### src/sv/fla_pkg.sv
// Shared types and constants of the free-list ID allocator.
package fla_pkg;

  localparam int unsigned PoolSize = 64;
  localparam int unsigned IdxW     = $clog2(PoolSize);
  localparam int unsigned CntW     = $clog2(PoolSize + 1);
  localparam int unsigned IdW      = 7;

  typedef enum logic [1:0] {
    OpAlloc   = 2'd0,
    OpRelease = 2'd1,
    OpCheck   = 2'd2,
    OpNone    = 2'd3
  } op_e;

  typedef enum logic [1:0] {
    StDone    = 2'd0,
    StEmpty   = 2'd1,
    StInvalid = 2'd2,
    StUnused  = 2'd3
  } status_e;

  typedef enum logic [2:0] {
    InitS = 3'b001,
    IdleS = 3'b010,
    ExecS = 3'b100
  } state_e;

endpackage

### src/sv/free_list_id_allocator.sv
// Free-list ID allocator: a ring of free IDs and a bitmap of allocated IDs in two RAMs.
//
// Request channel (in_valid_i/in_ready_o) carries operation_i and id_i:
// allocate pops the oldest free ID, release returns an allocated ID to the
// tail of the ring, check reports whether an ID is in range and free.
// Response channel (out_valid_o/out_ready_i) carries status_o, granted_id_o,
// is_free_o and free_count_o, exactly one response per request.
//
// In the accept cycle of an item the ring entry at the head and the bitmap
// entry of the ID are read; the registered read data returns in the next
// cycle, the execute cycle, where the result is formed and the RAMs are
// written back as the operation needs. The next item is accepted only in
// the cycle after the execute cycle ends, so items do not overlap. Since
// every write lands before the next read is issued, no forwarding is needed.
//
// After reset an initialization sweep over all 64 entries writes ring entry i
// with ID i and clears every bitmap entry; no item is accepted during the sweep.
// A response waits in an output register; while the receiver stalls, one
// further item may be accepted and holds in its execute cycle until the
// output register frees up.
module free_list_id_allocator
  import fla_pkg::*;
(
  input  logic            clk_i,
  input  logic            rst_ni,
  input  logic            in_valid_i,
  output logic            in_ready_o,
  input  logic [1:0]      operation_i,
  input  logic [IdW-1:0]  id_i,
  output logic            out_valid_o,
  input  logic            out_ready_i,
  output logic [1:0]      status_o,
  output logic [IdxW-1:0] granted_id_o,
  output logic            is_free_o,
  output logic [CntW-1:0] free_count_o
);

  localparam logic [IdxW-1:0] LastIdx = IdxW'(PoolSize - 1);

  state_e          state_q, state_d;
  logic [IdxW-1:0] init_cnt_q, init_cnt_d;
  logic [IdxW-1:0] head_q, head_d;
  logic [IdxW-1:0] tail_q, tail_d;
  logic [CntW-1:0] count_q, count_d;
  op_e             op_q;
  logic [IdW-1:0]  id_q;

  logic            out_valid_q, out_valid_d;
  status_e         status_q, status_d;
  logic [IdxW-1:0] granted_q, granted_d;
  logic            is_free_q, is_free_d;
  logic [CntW-1:0] free_cnt_q;

  logic            accept;
  logic            out_free;
  logic            fire;
  logic            id_ok;
  logic [IdxW-1:0] tail_next;

  logic            ring_we, map_we;
  logic [IdxW-1:0] ring_waddr, map_waddr;
  logic [IdxW-1:0] ring_wdata;
  logic            map_wdata;
  logic [IdxW-1:0] ring_rdata;
  logic            map_rdata;
  logic            exec_ring_we, exec_map_we;
  logic [IdxW-1:0] exec_map_addr;
  logic            exec_map_data;

  assign in_ready_o = (state_q == IdleS);
  assign accept     = in_valid_i && in_ready_o;
  assign out_free   = !out_valid_q || out_ready_i;
  assign fire       = (state_q == ExecS) && out_free;
  assign id_ok      = (id_q < IdW'(PoolSize));
  assign tail_next  = (tail_q == LastIdx) ? '0 : tail_q + 1'b1;

  // Result and write-back of the item in its execute cycle.
  always_comb begin
    head_d        = head_q;
    tail_d        = tail_q;
    count_d       = count_q;
    status_d      = StDone;
    granted_d     = '0;
    is_free_d     = 1'b0;
    exec_ring_we  = 1'b0;
    exec_map_we   = 1'b0;
    exec_map_addr = id_q[IdxW-1:0];
    exec_map_data = 1'b0;
    unique case (op_q)
      OpAlloc: begin
        if (count_q == '0) begin
          status_d = StEmpty;
        end else begin
          granted_d     = ring_rdata;
          exec_map_we   = 1'b1;
          exec_map_addr = ring_rdata;
          exec_map_data = 1'b1;
          head_d        = (head_q == LastIdx) ? '0 : head_q + 1'b1;
          count_d       = count_q - 1'b1;
        end
      end
      OpRelease: begin
        if (!id_ok || !map_rdata) begin
          status_d = StInvalid;
        end else begin
          exec_map_we  = 1'b1;
          exec_ring_we = 1'b1;
          tail_d       = tail_next;
          count_d      = count_q + 1'b1;
        end
      end
      OpCheck: begin
        is_free_d = id_ok && !map_rdata;
      end
      default: begin
      end
    endcase
  end

  // The initialization sweep owns the write ports until it ends.
  always_comb begin
    if (state_q == InitS) begin
      ring_we    = 1'b1;
      ring_waddr = init_cnt_q;
      ring_wdata = init_cnt_q;
      map_we     = 1'b1;
      map_waddr  = init_cnt_q;
      map_wdata  = 1'b0;
    end else begin
      ring_we    = fire && exec_ring_we;
      ring_waddr = tail_next;
      ring_wdata = id_q[IdxW-1:0];
      map_we     = fire && exec_map_we;
      map_waddr  = exec_map_addr;
      map_wdata  = exec_map_data;
    end
  end

  always_comb begin
    state_d     = state_q;
    init_cnt_d  = init_cnt_q;
    out_valid_d = out_valid_q && !out_ready_i;
    unique case (state_q)
      InitS: begin
        init_cnt_d = init_cnt_q + 1'b1;
        if (init_cnt_q == LastIdx) begin
          state_d = IdleS;
        end
      end
      IdleS: begin
        if (accept) begin
          state_d = ExecS;
        end
      end
      ExecS: begin
        if (out_free) begin
          state_d     = IdleS;
          out_valid_d = 1'b1;
        end
      end
      default: begin
        state_d = InitS;
      end
    endcase
  end

  always_ff @(posedge clk_i or negedge rst_ni) begin
    if (!rst_ni) begin
      state_q     <= InitS;
      init_cnt_q  <= '0;
      head_q      <= '0;
      tail_q      <= LastIdx;
      count_q     <= CntW'(PoolSize);
      out_valid_q <= 1'b0;
    end else begin
      state_q     <= state_d;
      init_cnt_q  <= init_cnt_d;
      out_valid_q <= out_valid_d;
      if (fire) begin
        head_q  <= head_d;
        tail_q  <= tail_d;
        count_q <= count_d;
      end
    end
  end

  always_ff @(posedge clk_i) begin
    if (accept) begin
      op_q <= op_e'(operation_i);
      id_q <= id_i;
    end
    if (fire) begin
      status_q   <= status_d;
      granted_q  <= granted_d;
      is_free_q  <= is_free_d;
      free_cnt_q <= count_d;
    end
  end

  fla_ram #(
    .Width(IdxW),
    .Depth(PoolSize)
  ) u_ring_ram (
    .clk_i  (clk_i),
    .we_i   (ring_we),
    .waddr_i(ring_waddr),
    .wdata_i(ring_wdata),
    .re_i   (accept),
    .raddr_i(head_q),
    .rdata_o(ring_rdata)
  );

  fla_ram #(
    .Width(1),
    .Depth(PoolSize)
  ) u_map_ram (
    .clk_i  (clk_i),
    .we_i   (map_we),
    .waddr_i(map_waddr),
    .wdata_i(map_wdata),
    .re_i   (accept),
    .raddr_i(id_i[IdxW-1:0]),
    .rdata_o(map_rdata)
  );

  assign out_valid_o  = out_valid_q;
  assign status_o     = status_q;
  assign granted_id_o = granted_q;
  assign is_free_o    = is_free_q;
  assign free_count_o = free_cnt_q;

  a_count_bound: assert property (@(posedge clk_i) disable iff (!rst_ni)
    count_q <= CntW'(PoolSize))
    else $error("free count exceeds the pool size");

  a_accept_exec: assert property (@(posedge clk_i) disable iff (!rst_ni)
    accept |=> state_q == ExecS)
    else $error("accepted item did not enter its execute cycle");

  a_no_resp_in_init: assert property (@(posedge clk_i) disable iff (!rst_ni)
    state_q == InitS |-> !out_valid_o)
    else $error("response presented during the initialization sweep");

  a_empty_resp: assert property (@(posedge clk_i) disable iff (!rst_ni)
    out_valid_o && status_o == StEmpty |-> granted_id_o == '0 && free_count_o == '0)
    else $error("failed allocate carries an ID or a nonzero free count");

  a_free_only_done: assert property (@(posedge clk_i) disable iff (!rst_ni)
    out_valid_o && is_free_o |-> status_o == StDone && granted_id_o == '0)
    else $error("check response mixed with another result");

endmodule

### src/sv/fla_ram.sv
// Generic single-write, single-read RAM with registered read data.
module fla_ram #(
  parameter int unsigned Width = 8,
  parameter int unsigned Depth = 64
) (
  input  logic                     clk_i,
  input  logic                     we_i,
  input  logic [$clog2(Depth)-1:0] waddr_i,
  input  logic [Width-1:0]         wdata_i,
  input  logic                     re_i,
  input  logic [$clog2(Depth)-1:0] raddr_i,
  output logic [Width-1:0]         rdata_o
);

  logic [Width-1:0] mem_q [Depth];
  logic [Width-1:0] rdata_q;

  always_ff @(posedge clk_i) begin
    if (we_i) begin
      mem_q[waddr_i] <= wdata_i;
    end
    if (re_i) begin
      rdata_q <= mem_q[raddr_i];
    end
  end

  assign rdata_o = rdata_q;

endmodule

### config.mk
export PLATFORM = sky130hd
export DESIGN_NAME = free_list_id_allocator
export DESIGN_NICKNAME = d
export VERILOG_FILES = /design/src/sv/fla_pkg.sv /design/src/sv/free_list_id_allocator.sv /design/src/sv/fla_ram.sv
export SDC_FILE = /design/constraint.sdc
export NUM_CORES = 1
export LEC_CHECK = 0
export ABC_AREA = 1
export BUFFER_PORTS_ARGS = -buffer_cell sky130_fd_sc_hd__clkbuf_2
export CORE_MARGIN = 2
export CORE_UTILIZATION = 65
export DETAILED_ROUTE_END_ITERATION = 8
export GPL_TIMING_DRIVEN = 0
export PLACE_DENSITY = 0.82
export SKIP_LAST_GASP = 1
export SLEW_MARGIN = 40
export SYNTH_ARGS = -nofsm -noshare
export SYNTH_HDL_FRONTEND = slang
export SYNTH_SLANG_ARGS = --single-unit
### constraint.sdc
create_clock -name clk_i -period 6.8 [get_ports clk_i]
set_clock_uncertainty 0.15 [all_clocks]
set_input_delay 1.36 -clock clk_i [delete_from_list [all_inputs] [get_ports clk_i]]
set_output_delay 1.36 -clock clk_i [all_outputs]
set_load 0.005 [all_outputs]
# --- Yosys cells after proc, flatten, opt, wreduce, memory -nomap -nowiden ---
# Memory sizes are Yosys's and may differ from the RTL's. A register that Yosys moved wholly into a read port is not among the register bits.
# Index checks and enable logic that the tools add are counted.
word_totals:
  out_inout_bits: 18
  elab_cells: 83
  mem_count: 2
  input_bits: 13
  reg_bits: 54
  ramBits: 448
classes:
  add_sub_neg: 5
  reduce_logical: 18
  eq_ne: 11
  muxes: 31
  magnitude_cmp: 1
  bitwise: 3
mem_list:
  columns: ["name", "words", "word_bits", "rd", "rd_ports_with_merged_regs", "wr", "line_no", "text"]
  rows:
  - ["u_ring_ram.mem_q", 64, 6, 1, 1, 1, "fla_ram.sv:15", "logic [Width-1:0] mem_q [Depth];"]
  - ["u_map_ram.mem_q", 64, 1, 1, 1, 1, "fla_ram.sv:15", null]
ops:
  columns: ["operator", "n"]
  rows:
  - ["6-bit two-way mux", 7]
  - ["6-bit by 1-bit adder with 6-bit output (second input constant)", 3]
  - ["6-bit == test (second input constant)", 3]
  - ["1-bit two-way mux", 14]
  - ["7-bit two-way mux", 2]
  - ["7-bit one-hot mux with 2 select lines", 1]
  - ["3-bit two-way mux", 3]
  - ["3-bit one-hot mux with 3 select lines", 1]
  - ["3-bit AND reduction", 3]
  - ["7-bit by 1-bit adder with 7-bit output (second input constant)", 1]
  - ["7-bit zero test", 1]
  - ["7-bit less-than comparator (second input constant)", 1]
  - ["7-bit by 1-bit subtractor with 7-bit output (second input constant)", 1]
  - ["1-bit logical AND", 6]
  - ["1-bit zero test", 4]
  - ["2-bit by 1-bit inequality test with 1-bit output (second input constant)", 2]
  - ["2-bit one-hot mux with 2 select lines", 1]
  - ["3-bit by 1-bit == test with 1-bit output (second input constant)", 1]
  - ["3-bit by 2-bit == test with 1-bit output (second input constant)", 1]
  - ["3-bit == test (second input constant)", 1]
  - ["1-bit NOT", 3]
  - ["2-bit by 1-bit == test with 1-bit output (second input constant)", 1]
  - ["2-bit == test (second input constant)", 1]
  - ["2-bit zero test", 1]
  - ["5 further kinds", 6]

# --- Longest topological paths before layout ---
logic_depth:
  ltp_word: 9
  ltp_mapped: 15
  ltp_nobuf: 13

# --- Hierarchy ---
# A second synthesis with hierarchy kept.
hier_totals:
  cells_unflattened: 2038
  hier_area_um2: 21958.6
modules_own_cells:
  columns: ["module", "seq_area_each_um2", "area_per_inst_um2", "instances", "cells_per_inst"]
  rows:
  - ["fla_ram (u_ring_ram)", 11711.2, 15990.3, 1, 1376]
  - ["fla_ram (u_map_ram)", 1951.9, 3055.4, 1, 314]
  - ["free_list_id_allocator", 1486.4, 2912.8, 1, 348]

# --- Least setup slack after synthesis ---
# OpenSTA, ideal clock, no wires.
synth_timing:
  kind: "in2reg"
  from: "input port out_ready_i"
  to: "memory u_ring_ram.mem_q[17][0] (netlist bit) (enable)"
  setup_time_ns: 0.350
  t_arrival_ns: 2.449
  path_stages: 8
  setup_slack_ns: 3.851
  n_path_buf: 0
  required_time_ns: 6.300
  cell_sequence: "inv_1 nand2_1 nand2_2 inv_2 nand2_1 nand2_1 nand3_2 nor2_1"
synth_between:
  elab_chain_cells: 6
synth_rtl:
  columns: ["item", "line_no", "text"]
  rows:
  - ["start, declared", "free_list_id_allocator.sv:31", "input logic out_ready_i,"]
  - ["1-bit logical OR", "free_list_id_allocator.sv:72", "assign out_free = !out_valid_q || out_ready_i;"]
  - ["1-bit logical AND", "free_list_id_allocator.sv:73", "assign fire = (state_q == ExecS) && out_free;"]
  - ["1-bit logical AND", "free_list_id_allocator.sv:130", "ring_we = fire && exec_ring_we;"]
  - ["1-bit two-way mux", "free_list_id_allocator.sv:122", "if (state_q == InitS) begin"]
  - ["1-bit two-way mux", "fla_ram.sv:19", "if (we_i) begin"]
  - ["1-bit two-way mux (not written as such)", "fla_ram.sv:20", "mem_q[waddr_i] <= wdata_i;"]
  - ["end, declared", "fla_ram.sv:15", null]
# No other way between the ends.

# --- Final worst setup path ---
layout_timing:
  from: "input port out_ready_i"
  to: "memory u_ring_ram.mem_q[26][3] (netlist bit) (enable)"
# Same word-level chain as after synthesis.

==> Flow_metrics.wiki <==
{| class="wikitable"
! Metric !! Value
|-
| Run status || completed
|-
| DR iter-0 viols || 2547
|-
| Post-Syn Instances || 2242
|-
| Number of failing setup endpoints in the final timing report || 0
|-
| Fin. max-slew vios || 0
|-
| Startpoint type of the worst setup path || input pin
|-
| Critical path endpoint category || register
|-
| Die H || 191 µm
|-
| Period Utilization, post-route || 0.484
|-
| Worst slack, placed || about 3 ns
|-
| Number of buffers added to fix hold violations after cts || 0
|-
| Async set-reset flop share out of synthesis || 0.0570
|-
| Number of global-route vias before repair || ~16000
|-
| Top fanout value on the critical path || 8
|-
| Port Buf Inserts || 30
|-
| Initial antenna violation count || 0
|-
| Unrepaired setup endpoints after global routing || no
|-
| All-Layer GR Usage || 0.326
|-
| Post-route ant nets || 0
|-
| Critical Path End || u_ring_ram.mem_q[26][3]
|-
| Setup slack on the worst flop-to-flop path || 3.56 ns
|-
| IO Pins || 31
|-
| Maximum number of buffers from clock root to sink || 3
|-
| Adder and majority gate portion of the synthesized area || 0.00331
|-
| H-Tree Level Count || 2
|-
| Top achievable clock speed || 304 MHz
|-
| GPL Wtd Cong || between 0.9 and 1
|-
| Quantity of gates resized following cts || 0
|-
| Basic-gate share of the synthesized area counting and, or, nand and nor cells || 0.242
|-
| Leakage power total || 0.0101 µW
|-
| Number of clock buffers inserted by TritonCTS || 49
|-
| Classification of the worst-slack hold path || register to register
|-
| Sequential cell area || between 15000 and 20000 µm²
|-
| Ratio of cells with drive above 1 in the final layout || 0.0988
|-
| First drt pass iteration count || 6
|-
| Half-perimeter wire length after placement || 38400 µm
|-
| Kind of critical path || input pin to register
|-
| Insertion delay to the later sink of the worst-skew pair || 0.59 ns
|-
| Number of vias after detailed routing || 16600
|-
| Compound-cell area share of the yosys netlist || 0.0224
|-
| Multi-input gate area || just over 6000 µm²
|-
| Sw Share || 0.383
|-
| #FFs+latches synth || 509
|-
| Standard-cell row count || 68
|-
| Proportion of power drawn by combinational gates || 0.348
|-
| Startpoint of the worst register-to-register path || tail_q[0]
|-
| VDD IR-drop max || approximately 300 µV
|-
| Maximum number of pins on one net before global-route repair || 65
|-
| Areal power density over the cells || 423 nW/µm²
|-
| Per-cell routed wire length || 20.4 µm
|-
| Min Tclk post-route || around 3.3 ns
|-
| Clock transition at path regs || roughly 0.06 ns
|-
| Routed WL || 57500 µm
|-
| Internal power of the cells || 6550 µW
|-
| Final-layout worst hold slack || 0.332 ns
|-
| Worst rel slew slack || 0.382
|-
| Portion of total power attributed to the clock network || 0.253
|-
| Count of warnings emitted by yosys || 0
|-
| Leftover overflow at the end of global routing || 0
|-
| First-pass GRT wire length || 88400 µm
|-
| Final hold viol count || 0
|-
| Tightest Pin Transition || approximately 0.9 ns
|-
| Net switching power figure || 4060 µW
|-
| Mean number of vias per cell || around 5.9
|-
| Chip Width || 191 µm
|-
| Effective utilization at floorplan || 0.657
|-
| Mean post-synth cell area || 10.1 µm²
|-
| Crit path setup slack, layout || 3.51 ns
|-
| Number of nets produced by synthesis || 2261
|-
| Filler cells || 2334
|-
| Arrival time at the worst endpoint || roughly 3.4 ns
|-
| Cell area after placement || 23500 µm²
|-
| Post-synthesis share of cell area spent on xor and xnor gates || 0.00503
|-
| Combinational family with the most area after synthesis || simple AND/OR/NAND/NOR gates
|-
| Root Buffer || clkbuf_16
|-
| Clock tree sinks || between 500 and 600
|-
| Reg-to-reg critical path endpoint || u_ring_ram.mem_q[22][5]
|-
| Prevailing post-synth register cell || edfxtp_1
|-
| Number of flops mapped to enable cells by yosys || 480
|-
| Post-layout nets || 2348
|-
| Synth-to-Final Area Change || 10.9%
|-
| Post-Syn Area || about 23000 µm²
|-
| Count of different cell masters after synthesis || 39
|-
| Final Cell Area || 25100 µm²
|-
| CP Launch Point || out_ready_i
|-
| Multiplexer share of the synthesized area || 0
|-
| Number of DRC violations after detailed routing || 0
|-
| Depth of the worst register-to-register path || 9
|-
| Die area || ~36000 µm²
|-
| Number of maximum-capacitance constraint violations || 0
|-
| Sequential share of power || 0.400
|-
| Post CTS Setup Buffer Count || 0
|-
| Sequential element share of the synthesized area || 0.669
|-
| Total negative slack for setup checks || 0 ns
|-
| Area of the placeable core || 34500 µm²
|-
| Clock tree from TritonCTS || built
|-
| Required arrival time at the worst endpoint || 6.86 ns
|}
==> registers in the layout, summed over array words and instances, names as in the netlist, 2 cells and up <==
name and flops:
state_q 3, u_map_ram.mem_q 64, u_ring_ram.mem_q 384, tail_q 6, count_q 7, id_q 7
granted_id_o 6, free_count_o 7, u_ring_ram.rdata_o 6, op_q 2, status_o 2, init_cnt_q 6
head_q 6
==> layer usage <==
| metal | routed length (µm) | vias up | GRT usage |
|---|---|---|---|
| li1 | - | 7559 | - |
| met1 | 21300 | 7807 | 0.427 |
| met2 | 27600 | 1013 | 0.534 |
| met3 | 6180 | 187 | 0.0670 |
| met4 | 2440 | 0 | 0.138 |
| met5 | 0 | - | 0 |
==> metrics by stage <==
stage,utilization,total power (µW),std cells
floorplan,-,6470,2242
global placement,0.678,7710,2727
detailed placement,0.683,7870,2733
CTS,0.728,10500,2823
global route,0.729,11000,2823
finish,0.729,10600,2824
==> power by group through the flow <==
stage	logic, µW	registers, µW	clock network [µW]
floorplan	2160	4310	0
detailed placement	3570	4300	0
finish	3690	4240	2680
CTS	3600	4240	2680
global placement	3320	4380	0
global route	3950	4260	2800
==> cells in the final DEF, fill, tap and decap left out, drive strengths merged <==
master | synthesis | routed
xor2 | 8 | 8
xnor2 | 5 | 5
nand3 | 285 | 285
o221ai | 1 | 1
nor2 | 283 | 283
o211ai | 1 | 1
and3 | 1 | 1
diode | 0 | 1
dfstp | 8 | 8
clkbuf | 39 | 135
nor4 | 1 | 1
a31o | 1 | 1
ha | 6 | 6
dfrtp | 21 | 21
or2 | 5 | 5
o31ai | 1 | 1
and2 | 1 | 1
a21oi | 16 | 16
edfxtp | 480 | 480
nand2 | 695 | 695
nand4 | 12 | 12
bufinv | 0 | 4
clkinv | 1 | 20
inv | 237 | 237
nor3 | 2 | 2
buf | 56 | 63
o21ai | 76 | 76
==> how the worst min path moves through the flow <==
stage | start | to | slack [ns] | cells past startpoint
after detailed placement | tail_q[1] | tail_q[1] | 0.32 | 2
final | tail_q[1] | tail_q[1] | 0.33 | 2
after global placement | tail_q[1] | tail_q[1] | 0.31 | 2
after floorplan | tail_q[1] | tail_q[1] | 0.30 | 2
after CTS | tail_q[1] | tail_q[1] | 0.33 | 2
after global routing | tail_q[1] | tail_q[1] | 0.36 | 2
==> Yosys cell counts, types with 14 or more instances <==
| cell type | number | area [µm²] |
|---|---|---|
| buf_2 | 35 | 175 |
| buf_1 | 16 | 60.1 |
| nor2_1 | 271 | 1020 |
| a21oi_1 | 14 | 70.1 |
| dfrtp_1 | 21 | 526 |
| nand2_2 | 19 | 119 |
| inv_2 | 15 | 56.3 |
| nand2_1 | 671 | 2520 |
| clkbuf_1 | 39 | 146 |
| edfxtp_1 | 480 | 14400 |
| o21ai_0 | 74 | 370 |
| inv_1 | 222 | 833 |
| nand3_1 | 272 | 1360 |
==> cell families (layout without fill, tap and decap cells) <==
logic type | Yosys count | after routing
XOR/XNOR | 13 | 13
adder cells (fa/ha/maj) | 6 | 6
flip-flops | 509 | 509
buffers and inverters | 333 | 459
AO/OA/AOI/OAI | 96 | 96
AND/OR/NAND/NOR | 1285 | 1285
other | 0 | 1
==> layout make-up <==
type	count	area share
Sequential cell	509	0.603
Multi-Input combinational cell	1400	0.248
Clock buffer	67	0.0536
Inverter	238	0.0356
Tap cell	455	0.0227
Buffer	95	0.0170
Timing Repair Buffer	36	0.0108
Clock inverter	23	0.00857
Antenna cell	1	0.0000997
==> worst max-delay path, cell delays in order <==
cell and delay (ns):
clkbuf_2 0.07, inv_1 0.04, nand2_1 0.08, nand2_2 0.16, inv_2 0.13, nand2_1 0.16
nand2_1 0.23, nand3_2 0.42, nor2_1 0.68
No activity file was read; power rests on OpenSTA's default activity.
